[config.mk]
export PLATFORM = sky130hd
export DESIGN_NAME = animation_playhead_loop_timer
export DESIGN_NICKNAME = d
export VERILOG_FILES = /design/src/rtl/aplt_pkg.sv /design/src/rtl/aplt_mul.sv /design/src/rtl/aplt_div.sv /design/src/rtl/animation_playhead_loop_timer.sv
export SDC_FILE = /design/constraint.sdc
export NUM_CORES = 2
export LEC_CHECK = 0
export BUFFER_PORTS_ARGS = -buffer_cell sky130_fd_sc_hd__buf_2
export CAP_MARGIN = 10
export CORE_ASPECT_RATIO = 1.1
export CORE_MARGIN = 5
export CORE_UTILIZATION = 40
export CTS_CLUSTER_DIAMETER = 40
export DETAILED_ROUTE_END_ITERATION = 12
export SKIP_LAST_GASP = 1
export SYNTH_ARGS = -nofsm -noshare
export SYNTH_HDL_FRONTEND = slang
export SYNTH_SLANG_ARGS = --single-unit
[constraint.sdc]
create_clock -name clk -period 8.1 [get_ports clk]
set_input_delay 1.215 -clock clk [delete_from_list [all_inputs] [get_ports clk]]
set_output_delay 1.215 -clock clk [all_outputs]
set_load 0.01 [all_outputs]
[src/rtl/aplt_pkg.sv]
// aplt_pkg: shared types and constants for the animation playhead loop timer
// no dependencies
`timescale 1ns / 1ps

package aplt_pkg;

    localparam int EVENT_SLOTS = 8;
    localparam int SLOT_W      = 3;
    localparam int TIME_W      = 32;
    localparam int DUR_W       = 31;
    localparam int SPEED_W     = 16;
    localparam int CFG_IDX_W   = 3;
    localparam int CNT_W       = 6;

    typedef enum logic [2:0] {
        OP_TICK      = 3'd0,
        OP_SET_TIME  = 3'd1,
        OP_PLAY      = 3'd2,
        OP_STOP      = 3'd3,
        OP_SET_EVENT = 3'd4
    } op_t;

    typedef enum logic [2:0] {
        CFG_LOOP_MODE = 3'd0,
        CFG_BEGIN     = 3'd1,
        CFG_END       = 3'd2,
        CFG_DURATION  = 3'd3,
        CFG_SPEED     = 3'd4,
        CFG_REVERSE   = 3'd5,
        CFG_SUB_CTRL  = 3'd6
    } cfg_idx_t;

    localparam logic [1:0] MODE_NONE   = 2'd0;
    localparam logic [1:0] MODE_REPEAT = 2'd1;

    typedef enum logic [2:0] {
        ST_IDLE,
        ST_MUL,
        ST_ADD,
        ST_DIV,
        ST_LOOP,
        ST_EVENTS,
        ST_DONE
    } state_t;

    // handshake between sequencer and the serial divider
    typedef struct packed {
        logic start;
        logic busy;
        logic done;
    } div_ctl_t;

endpackage

[src/rtl/aplt_mul.sv]
// aplt_mul: shift-add multiplier, one multiplier bit per cycle
// depends on aplt_pkg
`timescale 1ns / 1ps

module aplt_mul
    import aplt_pkg::*;
(
    input  logic                       clk,
    input  logic                       rst_n,
    input  logic                       start,
    input  logic signed [TIME_W-1:0]   a,
    input  logic signed [SPEED_W-1:0]  b,
    output logic                       done,
    output logic signed [TIME_W+SPEED_W-1:0] product
);

    localparam int PW = TIME_W + SPEED_W;

    logic signed [PW-1:0] acc_reg, acc_next;
    logic signed [PW-1:0] mcand_reg, mcand_next;
    logic [SPEED_W-1:0] mplier_reg, mplier_next;
    logic [CNT_W-1:0] cnt_reg, cnt_next;
    logic busy_reg, busy_next;
    logic done_reg, done_next;

    always_comb
    begin
        acc_next    = acc_reg;
        mcand_next  = mcand_reg;
        mplier_next = mplier_reg;
        cnt_next    = cnt_reg;
        busy_next   = busy_reg;
        done_next   = 1'b0;
        if (start)
        begin
            acc_next    = '0;
            mcand_next  = PW'(a);
            mplier_next = b;
            cnt_next    = '0;
            busy_next   = 1'b1;
        end
        else if (busy_reg)
        begin
            // top bit of a two's complement multiplier has negative weight
            if (mplier_reg[0])
            begin
                if (cnt_reg == CNT_W'(SPEED_W - 1))
                    acc_next = acc_reg - mcand_reg;
                else
                    acc_next = acc_reg + mcand_reg;
            end
            mcand_next  = mcand_reg <<< 1;
            mplier_next = mplier_reg >> 1;
            cnt_next    = cnt_reg + CNT_W'(1);
            if (cnt_reg == CNT_W'(SPEED_W - 1))
            begin
                busy_next = 1'b0;
                done_next = 1'b1;
            end
        end
    end

    always_ff @(posedge clk or negedge rst_n)
    begin
        if (!rst_n)
        begin
            busy_reg <= 1'b0;
            done_reg <= 1'b0;
            cnt_reg  <= '0;
        end
        else
        begin
            busy_reg <= busy_next;
            done_reg <= done_next;
            cnt_reg  <= cnt_next;
        end
    end

    always_ff @(posedge clk)
    begin
        acc_reg    <= acc_next;
        mcand_reg  <= mcand_next;
        mplier_reg <= mplier_next;
    end

    assign done    = done_reg;
    assign product = acc_reg;

endmodule

[src/rtl/aplt_div.sv]
// aplt_div: restoring divider, one quotient bit per cycle
// depends on aplt_pkg
`timescale 1ns / 1ps

module aplt_div
    import aplt_pkg::*;
(
    input  logic              clk,
    input  logic              rst_n,
    input  logic              start,
    input  logic [TIME_W-1:0] dividend,
    input  logic [DUR_W-1:0]  divisor,
    output div_ctl_t          ctl,
    output logic              q_lsb,
    output logic [DUR_W-1:0]  remainder
);

    logic [TIME_W-1:0] quo_reg, quo_next;
    logic [DUR_W:0] rem_reg, rem_next;
    logic [CNT_W-1:0] cnt_reg, cnt_next;
    logic busy_reg, busy_next;
    logic done_reg, done_next;
    logic [DUR_W+1:0] trial;

    always_comb
    begin
        quo_next  = quo_reg;
        rem_next  = rem_reg;
        cnt_next  = cnt_reg;
        busy_next = busy_reg;
        done_next = 1'b0;
        trial     = {rem_reg, quo_reg[TIME_W-1]} - {2'b00, divisor};
        if (start)
        begin
            quo_next  = dividend;
            rem_next  = '0;
            cnt_next  = '0;
            busy_next = 1'b1;
        end
        else if (busy_reg)
        begin
            if (!trial[DUR_W+1])
            begin
                rem_next = trial[DUR_W:0];
                quo_next = {quo_reg[TIME_W-2:0], 1'b1};
            end
            else
            begin
                rem_next = {rem_reg[DUR_W-1:0], quo_reg[TIME_W-1]};
                quo_next = {quo_reg[TIME_W-2:0], 1'b0};
            end
            cnt_next = cnt_reg + CNT_W'(1);
            if (cnt_reg == CNT_W'(TIME_W - 1))
            begin
                busy_next = 1'b0;
                done_next = 1'b1;
            end
        end
    end

    always_ff @(posedge clk or negedge rst_n)
    begin
        if (!rst_n)
        begin
            busy_reg <= 1'b0;
            done_reg <= 1'b0;
            cnt_reg  <= '0;
        end
        else
        begin
            busy_reg <= busy_next;
            done_reg <= done_next;
            cnt_reg  <= cnt_next;
        end
    end

    always_ff @(posedge clk)
    begin
        quo_reg <= quo_next;
        rem_reg <= rem_next;
    end

    assign ctl.start  = start;
    assign ctl.busy   = busy_reg;
    assign ctl.done   = done_reg;
    assign q_lsb      = quo_reg[0];
    assign remainder  = rem_reg[DUR_W-1:0];

endmodule

[src/rtl/animation_playhead_loop_timer.sv]
// animation_playhead_loop_timer: top level, sequencer and state registers
// depends on aplt_pkg, aplt_mul, aplt_div
`timescale 1ns / 1ps
//
// one item in, one item out. in_valid/in_stall carry an operation with its
// value, slot and enable; out_valid/out_stall return the playhead time, the
// in-loop time, play flags and the fired event mask.
// a tick that advances runs a bit-serial multiply (dt times speed) and, in
// repeat or ping-pong mode with a nonzero duration, a restoring divide by the
// loop duration, then scans the event slots, one per cycle. set time takes the
// divide, not the multiply or scan; play, stop and slot writes skip all three.
// the next item is accepted once the result register is free, so one item
// is in work at a time; a stalled result holds its value and blocks input.
// reset stops play, zeroes both times, disarms all slots and loads the
// register defaults. event times are not reset: a slot is only compared
// after an arming write has stored its time.
// configuration is written through cfg_we/cfg_index/cfg_data; the user must
// do so only while idle, as the block itself does not enforce this.
module animation_playhead_loop_timer
    import aplt_pkg::*;
(
    input  logic                        clk,
    input  logic                        rst_n,
    input  logic                        cfg_we,
    input  logic [CFG_IDX_W-1:0]        cfg_index,
    input  logic [TIME_W-1:0]           cfg_data,
    input  logic                        in_valid,
    output logic                        in_stall,
    input  logic [2:0]                  operation,
    input  logic signed [TIME_W-1:0]    value,
    input  logic [SLOT_W-1:0]           event_slot,
    input  logic                        event_enable,
    output logic                        out_valid,
    input  logic                        out_stall,
    output logic signed [TIME_W-1:0]    current_time,
    output logic signed [TIME_W-1:0]    loop_time,
    output logic                        is_playing,
    output logic                        stopped_now,
    output logic [EVENT_SLOTS-1:0]      event_mask,
    output logic                        evaluated
);

    localparam int PW = TIME_W + SPEED_W;

    logic [1:0] mode_reg;
    logic signed [TIME_W-1:0] begin_reg, end_reg;
    logic [DUR_W-1:0] dur_reg;
    logic signed [SPEED_W-1:0] speed_reg;
    logic reverse_reg, subctl_reg;

    logic signed [TIME_W-1:0] play_reg, play_next;
    logic signed [TIME_W-1:0] inloop_reg, inloop_next;
    logic signed [TIME_W-1:0] old_reg, old_next;
    logic playing_reg, playing_next;
    logic [EVENT_SLOTS-1:0] armed_reg, armed_next;
    logic signed [TIME_W-1:0] ev_time_reg [EVENT_SLOTS];

    state_t state_reg, state_next;
    op_t op_reg;
    logic is_tick_reg, is_tick_next;
    logic stop_reg, stop_next;
    logic eval_reg, eval_next;
    logic [EVENT_SLOTS-1:0] fired_reg, fired_next;
    logic [SLOT_W-1:0] scan_reg, scan_next;
    logic neg_reg, neg_next;
    logic outv_reg, outv_next;

    logic accept;
    logic mul_start, mul_done, div_start;
    logic signed [PW-1:0] product;
    div_ctl_t div_ctl;
    logic q_lsb;
    logic [DUR_W-1:0] rem;

    logic signed [PW:0] step_p;
    logic signed [PW:0] step_q;
    logic signed [PW:0] sum;
    logic [TIME_W-1:0] mag;
    logic signed [TIME_W-1:0] lo, hi, et;
    logic signed [TIME_W-1:0] dr;

    assign accept   = in_valid && !in_stall;
    assign in_stall = (state_reg != ST_IDLE) || outv_reg;

    // the multiplier loads its operand at the accepting edge
    aplt_mul u_mul (
        .clk     (clk),
        .rst_n   (rst_n),
        .start   (mul_start),
        .a       (value),
        .b       (speed_reg),
        .done    (mul_done),
        .product (product)
    );

    aplt_div u_div (
        .clk       (clk),
        .rst_n     (rst_n),
        .start     (div_start),
        .dividend  (mag),
        .divisor   (dur_reg),
        .ctl       (div_ctl),
        .q_lsb     (q_lsb),
        .remainder (rem)
    );

    // configuration registers
    always_ff @(posedge clk or negedge rst_n)
    begin
        if (!rst_n)
        begin
            mode_reg    <= MODE_NONE;
            begin_reg   <= '0;
            end_reg     <= TIME_W'(65536);
            dur_reg     <= DUR_W'(65536);
            speed_reg   <= SPEED_W'(256);
            reverse_reg <= 1'b0;
            subctl_reg  <= 1'b0;
        end
        else if (cfg_we)
        begin
            case (cfg_index)
                CFG_LOOP_MODE: mode_reg    <= cfg_data[1:0];
                CFG_BEGIN:     begin_reg   <= cfg_data;
                CFG_END:       end_reg     <= cfg_data;
                CFG_DURATION:  dur_reg     <= cfg_data[DUR_W-1:0];
                CFG_SPEED:     speed_reg   <= cfg_data[SPEED_W-1:0];
                CFG_REVERSE:   reverse_reg <= cfg_data[0];
                CFG_SUB_CTRL:  subctl_reg  <= cfg_data[0];
                default:       ;
            endcase
        end
    end

    // next state
    always_comb
    begin
        state_next = state_reg;
        case (state_reg)
            ST_IDLE:
                if (accept)
                begin
                    case (operation)
                        OP_TICK:     state_next = ST_MUL;
                        OP_SET_TIME: state_next = ST_ADD;
                        default:     state_next = ST_DONE;
                    endcase
                end
            ST_MUL:
                if (!playing_reg || subctl_reg)
                    state_next = ST_DONE;
                else if (mul_done)
                    state_next = ST_ADD;
            ST_ADD:
                state_next = (mode_reg == MODE_NONE || dur_reg == '0) ? ST_LOOP : ST_DIV;
            ST_DIV:
                if (div_ctl.done)
                    state_next = ST_LOOP;
            ST_LOOP:
                state_next = is_tick_reg ? ST_EVENTS : ST_DONE;
            ST_EVENTS:
                if (scan_reg == SLOT_W'(EVENT_SLOTS - 1))
                    state_next = ST_DONE;
            ST_DONE:
                state_next = ST_IDLE;
            default:
                state_next = ST_IDLE;
        endcase
    end

    assign mul_start = (state_reg == ST_IDLE) && accept && (operation == OP_TICK);
    assign div_start = (state_reg == ST_ADD) && (state_next == ST_DIV);
    // magnitude taken from the sign of the final time, valid in the start cycle
    assign mag = play_reg[TIME_W-1] ? (TIME_W'(0) - play_reg) : play_reg;

    // datapath
    always_comb
    begin
        play_next    = play_reg;
        inloop_next  = inloop_reg;
        old_next     = old_reg;
        playing_next = playing_reg;
        armed_next   = armed_reg;
        is_tick_next = is_tick_reg;
        stop_next    = stop_reg;
        eval_next    = eval_reg;
        fired_next   = fired_reg;
        scan_next    = scan_reg;
        neg_next     = neg_reg;
        outv_next    = outv_reg;
        step_p       = reverse_reg ? -(PW+1)'(product) : (PW+1)'(product);
        step_q       = (step_p + (PW+1)'(128)) >>> 8;
        sum          = (PW+1)'(play_reg) + step_q;
        lo           = (old_reg < inloop_reg) ? old_reg : inloop_reg;
        hi           = (old_reg < inloop_reg) ? inloop_reg : old_reg;
        et           = ev_time_reg[scan_reg];
        dr           = TIME_W'(dur_reg) - TIME_W'(rem);

        if (out_valid && !out_stall)
            outv_next = 1'b0;

        case (state_reg)
            ST_IDLE:
                if (accept)
                begin
                    stop_next    = 1'b0;
                    eval_next    = 1'b0;
                    fired_next   = '0;
                    scan_next    = '0;
                    is_tick_next = (operation == OP_TICK);
                    old_next     = inloop_reg;
                    case (operation)
                        OP_SET_TIME: play_next = value;
                        OP_PLAY:
                            if (!playing_reg)
                            begin
                                playing_next = 1'b1;
                                eval_next    = 1'b1;
                            end
                        OP_STOP:
                            if (playing_reg)
                            begin
                                playing_next = 1'b0;
                                stop_next    = 1'b1;
                                eval_next    = 1'b1;
                            end
                        OP_SET_EVENT:
                            if (event_slot < SLOT_W'(EVENT_SLOTS - 1) + SLOT_W'(1)
                                || EVENT_SLOTS == (1 << SLOT_W))
                                armed_next[event_slot] = event_enable;
                        default: ;
                    endcase
                end
            ST_MUL:
                if (mul_done)
                begin
                    if (sum > (PW+1)'(32'sh7fffffff))
                        play_next = 32'sh7fffffff;
                    else if (sum < -(PW+1)'(64'sh80000000))
                        play_next = 32'sh80000000;
                    else
                        play_next = sum[TIME_W-1:0];
                end
            ST_ADD:
            begin
                eval_next = 1'b1;
                neg_next  = (play_reg <= 0);
                if (mode_reg == MODE_NONE)
                begin
                    if (play_reg > end_reg || play_reg < begin_reg)
                    begin
                        play_next    = (play_reg > end_reg) ? end_reg : begin_reg;
                        playing_next = 1'b0;
                        stop_next    = playing_reg;
                    end
                end
            end
            ST_LOOP:
                if (mode_reg == MODE_NONE)
                    inloop_next = play_reg;
                else if (dur_reg == '0)
                    inloop_next = '0;
                else if (mode_reg == MODE_REPEAT)
                    inloop_next = neg_reg ? dr : TIME_W'(rem);
                else
                    inloop_next = q_lsb ? dr : TIME_W'(rem);
            ST_EVENTS:
            begin
                if (armed_reg[scan_reg] && et > lo && et <= hi)
                    fired_next[scan_reg] = 1'b1;
                scan_next = scan_reg + SLOT_W'(1);
            end
            ST_DONE:
                outv_next = 1'b1;
            default: ;
        endcase
    end

    always_ff @(posedge clk or negedge rst_n)
    begin
        if (!rst_n)
        begin
            state_reg   <= ST_IDLE;
            play_reg    <= '0;
            inloop_reg  <= '0;
            playing_reg <= 1'b0;
            armed_reg   <= '0;
            outv_reg    <= 1'b0;
            scan_reg    <= '0;
        end
        else
        begin
            state_reg   <= state_next;
            play_reg    <= play_next;
            inloop_reg  <= inloop_next;
            playing_reg <= playing_next;
            armed_reg   <= armed_next;
            outv_reg    <= outv_next;
            scan_reg    <= scan_next;
        end
    end

    always_ff @(posedge clk)
    begin
        old_reg     <= old_next;
        is_tick_reg <= is_tick_next;
        stop_reg    <= stop_next;
        eval_reg    <= eval_next;
        fired_reg   <= fired_next;
        neg_reg     <= neg_next;
        if (accept)
        begin
            op_reg  <= op_t'(operation);
            if (op_t'(operation) == OP_SET_EVENT && event_enable)
                ev_time_reg[event_slot] <= value;
        end
    end

    assign out_valid    = outv_reg;
    assign current_time = play_reg;
    assign loop_time    = inloop_reg;
    assign is_playing   = playing_reg;
    assign stopped_now  = stop_reg;
    assign event_mask   = fired_reg;
    assign evaluated    = eval_reg;

    // a set-time item must always report an evaluation
    a_settime_eval: assert property (@(posedge clk) disable iff (!rst_n)
        (state_reg == ST_DONE && op_reg == OP_SET_TIME) |-> eval_next)
        else $error("set time without evaluation");

    // events only fire on ticks
    a_mask_tick: assert property (@(posedge clk) disable iff (!rst_n)
        (out_valid && !is_tick_reg) |-> (event_mask == '0))
        else $error("event mask on non-tick item");

    // no new item while a result is pending
    a_one_item: assert property (@(posedge clk) disable iff (!rst_n)
        out_valid |-> in_stall)
        else $error("input taken with result pending");

    // stop flag implies not playing
    a_stop_flag: assert property (@(posedge clk) disable iff (!rst_n)
        (out_valid && stopped_now) |-> !is_playing)
        else $error("stopped but playing");

endmodule

Word-level counts from Yosys, hierarchy flattened
Memories as Yosys holds them, arrays and structs flattened.
Cells that the tools add are included.
{"block": "word_totals", "regBits": 431, "ram_bits": 256, "latch_bits": 0, "elab_cells": 213, "memories": 1, "rom_bits": 0, "inputBits": 79, "out_inout_bits": 77}
{"block": "op_classes", "bitwise_logic": 1, "eq_ne": 28, "reduce_logical": 45, "div_mod_pow": 0, "mul": 0, "shifts": 0, "magnitude_cmp": 12, "addsub": 11, "muxes": 84}
{"name": "ev_time_reg", "words": 8, "width": 32, "read_ports": 1, "rd_clocked_by_memory_dff": 0, "wr": 1, "line": "animation_playhead_loop_timer.sv:56", "text": "logic signed [TIME_W-1:0] ev_time_reg [EVENT_SLOTS];"}
{"op": "$mux 32", "n": 19}
{"op": "$mux 48", "n": 3}
{"op": "$pmux 32 s3", "n": 1}
{"op": "$gt 32x32->1", "n": 2}
{"op": "$lt 32x32->1", "n": 2}
{"op": "$add 49x9->49 const B", "n": 1}
{"op": "$mux 49", "n": 1}
{"op": "$neg 48->49", "n": 1}
{"op": "$add 48x48->48", "n": 1}
{"op": "$sub 48x48->48", "n": 1}
{"op": "$add 32x41->42", "n": 1}
{"op": "$gt 42x32->1 const B", "n": 1}
{"op": "$lt 42x32->1 const B", "n": 1}
{"op": "$sub 33x31->33", "n": 1}
{"op": "$le 32x1->1 const B", "n": 1}
{"op": "$le 32x32->1", "n": 1}
{"op": "$mux 16", "n": 2}
{"op": "$sub 1x32->32 const A", "n": 1}
{"op": "$sub 31x31->32", "n": 1}
{"op": "$logic_not 31->1", "n": 1}
{"op": "$mux 1", "n": 31}
{"op": "$eq 3x3->1 const B", "n": 8}
{"op": "$mux 6", "n": 4}
{"op": "$reduce_and 2->1", "n": 11}
{"op": "34 further kinds", "n": 84}

Longest topological paths before layout
{"block": "depth", "depth_word": 9, "depth_mapped": 31, "ltp_nobuf": 27}

Modules after synthesis
From an unflattened synthesis, not the netlist that was laid out.
{"block": "unflattened", "cells_unflattened": 4546, "hier_area_um2": 44187.4}
{"module": "animation_playhead_loop_timer", "seq_area_each_um2": 13892.1, "area_each_um2": 30529.3, "cells_per_inst": 3014, "instances": 1}
{"module": "aplt_mul", "seq_area_each_um2": 3083.0, "area_each_um2": 8526.9, "cells_per_inst": 959, "instances": 1}
{"module": "aplt_div", "seq_area_each_um2": 1801.7, "area_each_um2": 5131.2, "cells_per_inst": 573, "instances": 1}

Worst setup path after synthesis
OpenSTA, ideal clock, no wires.
{"block": "synth_timing", "kind": "reg-to-reg", "from": "register reverse_reg", "to": "register play_reg[24], in the netlist current_time[24]", "setup_slack_ns": 1.144, "path_stages_with_launch": 31, "arrival_time_ns": 6.890, "synth_period_minus_slack_ns": 6.956, "required_time_ns": 8.035, "setup_ns": 0.065, "cell_sequence": "dfrtp_1 -> clkbuf_1 -> clkbuf_1 -> clkbuf_1 -> clkbuf_1 -> o21ai_0 -> xnor2_1 -> ha_1 -> o21ai_0 -> nor3_1 -> and2_1 -> nor2b_1 -> nor2_1 -> or4_1 -> a21oi_1 -> a21oi_1 -> xor2_1 -> ha_1 -> and4_1 -> nand3_1 -> nor3_1 -> nand2_1 -> and2_1 -> a2111oi_1 -> or3_1 -> nand4_1 -> nor4_1 -> a21oi_2 -> buf_2 -> o221ai_1 -> o22a_1"}
{"block": "synth_via", "elab_chain_len": 8, "word_cells_on_any_way": 9}
{"element": "from (decl)", "line": "animation_playhead_loop_timer.sv:49", "text": "logic reverse_reg, subctl_reg;"}
{"element": "from (signal assigned)", "line": "animation_playhead_loop_timer.sv:128", "text": "CFG_REVERSE: reverse_reg <= cfg_data[0];"}
{"element": "$mux 49 *", "line": "animation_playhead_loop_timer.sv:191", "text": "step_p = reverse_reg ? -(PW+1)'(product) : (PW+1)'(product);"}
{"element": "$add 49x9->49 *", "line": "animation_playhead_loop_timer.sv:192", "text": "step_q = (step_p + (PW+1)'(128)) >>> 8;"}
{"element": "$add 32x41->42 *", "line": "animation_playhead_loop_timer.sv:193", "text": "sum = (PW+1)'(play_reg) + step_q;"}
{"element": "$lt 42x32->1", "line": "animation_playhead_loop_timer.sv:239", "text": "else if (sum < -(PW+1)'(64'sh80000000))"}
{"element": "$mux 32", "line": "animation_playhead_loop_timer.sv:239"}
{"element": "$mux 32 *", "line": "animation_playhead_loop_timer.sv:237", "text": "if (sum > (PW+1)'(32'sh7fffffff))"}
{"element": "$mux 32 *", "line": "animation_playhead_loop_timer.sv:235", "text": "if (mul_done)"}
{"element": "$pmux 32 s3 *", "line": "animation_playhead_loop_timer.sv:202", "text": "case (state_reg)"}
{"element": "to (signal assigned)", "line": "animation_playhead_loop_timer.sv:294", "text": "play_reg <= play_next;"}
{"element": "to (decl)", "line": "animation_playhead_loop_timer.sv:51", "text": "logic signed [TIME_W-1:0] play_reg, play_next;"}
Every way passes the cells marked *; elsewhere a longest branch is shown, timed or not. The select of a mux whose other input is x is not followed.
A chain may end at the register's enable or synchronous reset.

Final worst setup path
{"block": "layout_timing", "from": "register u_mul.acc_reg[1], in the netlist u_mul.product[1]", "to": "register play_reg[26], in the netlist current_time[26]"}
{"block": "layout_via", "elab_chain_len": 9, "word_cells_on_any_way": 10}
{"element": "from (decl)", "line": "aplt_mul.sv:19", "text": "logic signed [PW-1:0] acc_reg, acc_next;"}
{"element": "from (signal assigned)", "line": "aplt_mul.sv:81", "text": "acc_reg <= acc_next;"}
{"element": "$neg 48->49", "line": "animation_playhead_loop_timer.sv:191"}
{"element": "$mux 49 *", "line": "animation_playhead_loop_timer.sv:191"}
{"element": "$add 49x9->49 *", "line": "animation_playhead_loop_timer.sv:192"}
{"element": "$add 32x41->42 *", "line": "animation_playhead_loop_timer.sv:193"}
{"element": "$lt 42x32->1", "line": "animation_playhead_loop_timer.sv:239"}
{"element": "$mux 32", "line": "animation_playhead_loop_timer.sv:239"}
{"element": "$mux 32 *", "line": "animation_playhead_loop_timer.sv:237"}
{"element": "$mux 32 *", "line": "animation_playhead_loop_timer.sv:235"}
{"element": "$pmux 32 s3 *", "line": "animation_playhead_loop_timer.sv:202"}
Marked as above.

==> results.ini <==
[floorplan]
die_h_um=353.7
row_count=126
fp.dieW_um=322.5
dieArea_um2=114100
ioPinCount=156
start_util=0.4013
core_um2=107000

[placed_design]
placed_area_um2=45420
gp_congestion=0.9432
dp_hpwl_um=102300
dp_cells=5899
port_buffers=155

[critical_path]
path_class=reg2reg
arrival_ns=7.99
critPathMaxStageDelay_ns=0.59
path_max_fanout=25
crit_path_top_delay_cell=nor3_1
r2r_setup_slack_ns=0.70
end_kind=flip-flop
cp-start-kind=flip-flop
required_ns=8.69

[grt]
gr-usage-all-layers=0.2421
antenna_found_initial=11
overflow=0
grt_max_degree=96
grt_pass1_vias=34220
grt_pass1_wl_um=212800

[clock_network]
cts_buffer_depth=3
ctsResizeCount=0
cts_tree=built
numCtsBuffers=111
hold_buffers=0
cts_setup_buffers=0
cts_max_level=3
clockRootBuffer=clkbuf_16
cts_sinks=687
worst_skew_pair.late_latency_ns=0.73
clk_pin_slew_worst_paths_ns=0.05

[route]
wl_um=143000
drc=0
dr.pass1.iters=6
routed_via_density=5.881
vias=35980
first_iter_violations=3422
ant_nets=0
detail_route.wl_per_cell_um=23.37

[finish]
layout-drive-gt1-share=0.1176
largest_reg_flops=256
stdcell_area_um2=49340
area_growth_pct=14.85
stdcell_count=6118
nNetsFinal=5004

[pwr]
power.density_nw_per_um2=512.5
p_leak_nw=20.49
vdd_ir_drop_max_v=0.0002564

[timing]
max_freq_ghz=0.1351
finalHoldViolations=0
slew_viol_final=0
setup_tns_ns=0
rsz0062_at_grt=no
fin_crit_ns=7.400
layout_worst_path_cycle_share=0.9136
worst_slew_pin_slew_ns=1.210
clock_skew_ns=0.08054
max_slew_margin=0.1931
setup_viol=0
timing.hold.ws_ns=0.4747

[synthesis]
synth_flop_cell=edfxtp_1
syn_area_um2=42960
yosysMostFrequentCell=nand2_1
yosysTopAreaCell=edfxtp_1
seq_area_frac_synth=0.4371
synth_cell_types=90
synth-warning-count=0
syn_avg_cell_area_um2=9.597
synth_edf_count=396
synth.net_count=4876
synth_common_cells=457 x nand2_1, 396 x edfxtp_1, 365 x a21oi_1, 317 x ha_1, 305 x o21ai_0
syn_inst=4476
yosysTopAreaCellShare=0.2768
synthTopCellsByArea=edfxtp_1 28%, dfrtp_1 12%, ha_1 9.2%, a21oi_1 4.3%, nand2_1 4.0%
synth-async-reset-ratio=0.3071
ys_ff_latch=687

[status]
status=finished clean

[flow_run]
cap_violations=0

[hold_path]
min_path_type=reg2reg

[path summary, 6_finish.rpt]
kind                                                       to                          start  depth (start not counted)
worst min-delay path            u_mul.product[3]$_SDFFE_PP0P_  u_mul.product[3]$_SDFFE_PP0P_                          2
worst max register to register   current_time[26]$_DFFE_PN0P_  u_mul.product[1]$_SDFFE_PP0P_                         29
worst max-delay path             current_time[26]$_DFFE_PN0P_  u_mul.product[1]$_SDFFE_PP0P_                         29
worst min register to register  u_mul.product[3]$_SDFFE_PP0P_  u_mul.product[3]$_SDFFE_PP0P_                          2
min in group asynchronous             scan_reg[1]$_DFFE_PN0P_                          rst_n                          1
max in group asynchronous        current_time[31]$_DFFE_PN0P_                          rst_n                          2
[stage by stage]
step | util | worst slack (ns) | power (mW)
after floorplan | - | 1.145 | 15.89
after global placement | 0.4243 | 0.7228 | 20.05
after detailed placement | 0.4243 | 0.6441 | 20.20
after CTS | 0.4607 | 0.6533 | 25.17
after global routing | 0.4607 | 0.05558 | 27.08
final | 0.4609 | 0.6999 | 25.28
[final cells by class]
class | instances | area (um^2)
diodes | 7 | 17.52
clock buffers | 131 | 2997
clock inverters | 81 | 900.9
fillers | 10140 | 57710
inverters | 231 | 867.1
multi-input cells | 3343 | 22660
flip-flops and latches | 687 | 18780
well taps | 1408 | 1762
repair buffers | 230 | 1349
[cell usage in the layout, fill, tap and decap left out, types with 33 or more instances in the layout]
cell       instances
nand2_1          454
edfxtp_1         396
a21oi_1          365
ha_1             317
o21ai_0          305
nor2_1           290
inv_1            229
dfrtp_1          206
buf_2            154
xnor2_1          138
a21o_1           138
a22oi_1          125
xor2_1           114
clkbuf_16        114
nand3_1           95
nand4_1           91
dfxtp_1           80
mux2i_1           77
buf_4             75
mux2_2            59
nor3_1            55
nor2b_1           53
nand2b_1          47
nor4_1            35
a211oi_1          34
o221ai_1          33
[where the power goes]
group | internal [mW] | switching [mW]
registers | 4.79 | 1.34
clock network | 2.92 | 1.93
logic | 5.68 | 8.62
total | 13.4 | 11.9
[routing by layer]
metal / GRT usage / wire length (um) / up-vias
li1: - / - / 16880
met1: 0.3235 / 60890 / 17620
met2: 0.3899 / 65290 / 1193
met3: 0.04499 / 10340 / 282
met4: 0.09605 / 6476 / 0
met5: 0 / 0 / -
[worst max-delay path, delay by kind of cell, from the launching register on]
family,cells,cell delay (ns)
buf+inv,2,0.45
simple gates,14,3.95
xor+xnor,2,0.30
compound gates,9,1.64
fa+ha+maj,2,0.63
flops,1,0.35
[logic make-up (layout without fill, tap and decap cells)]
kind of cell,Yosys count,in the layout,synth area share
other,0,7,0
AND/OR/NAND/NOR,1306,1306,0.1459
adder cells (fa/ha/maj),322,322,0.09443
XOR/XNOR,252,252,0.05138
multiplexers,137,137,0.03364
buffers and inverters,446,673,0.03915
AO/OA/AOI/OAI,1326,1326,0.1984
flip-flops,687,687,0.4371
Note: power is estimated with default switching activity, not from simulation.
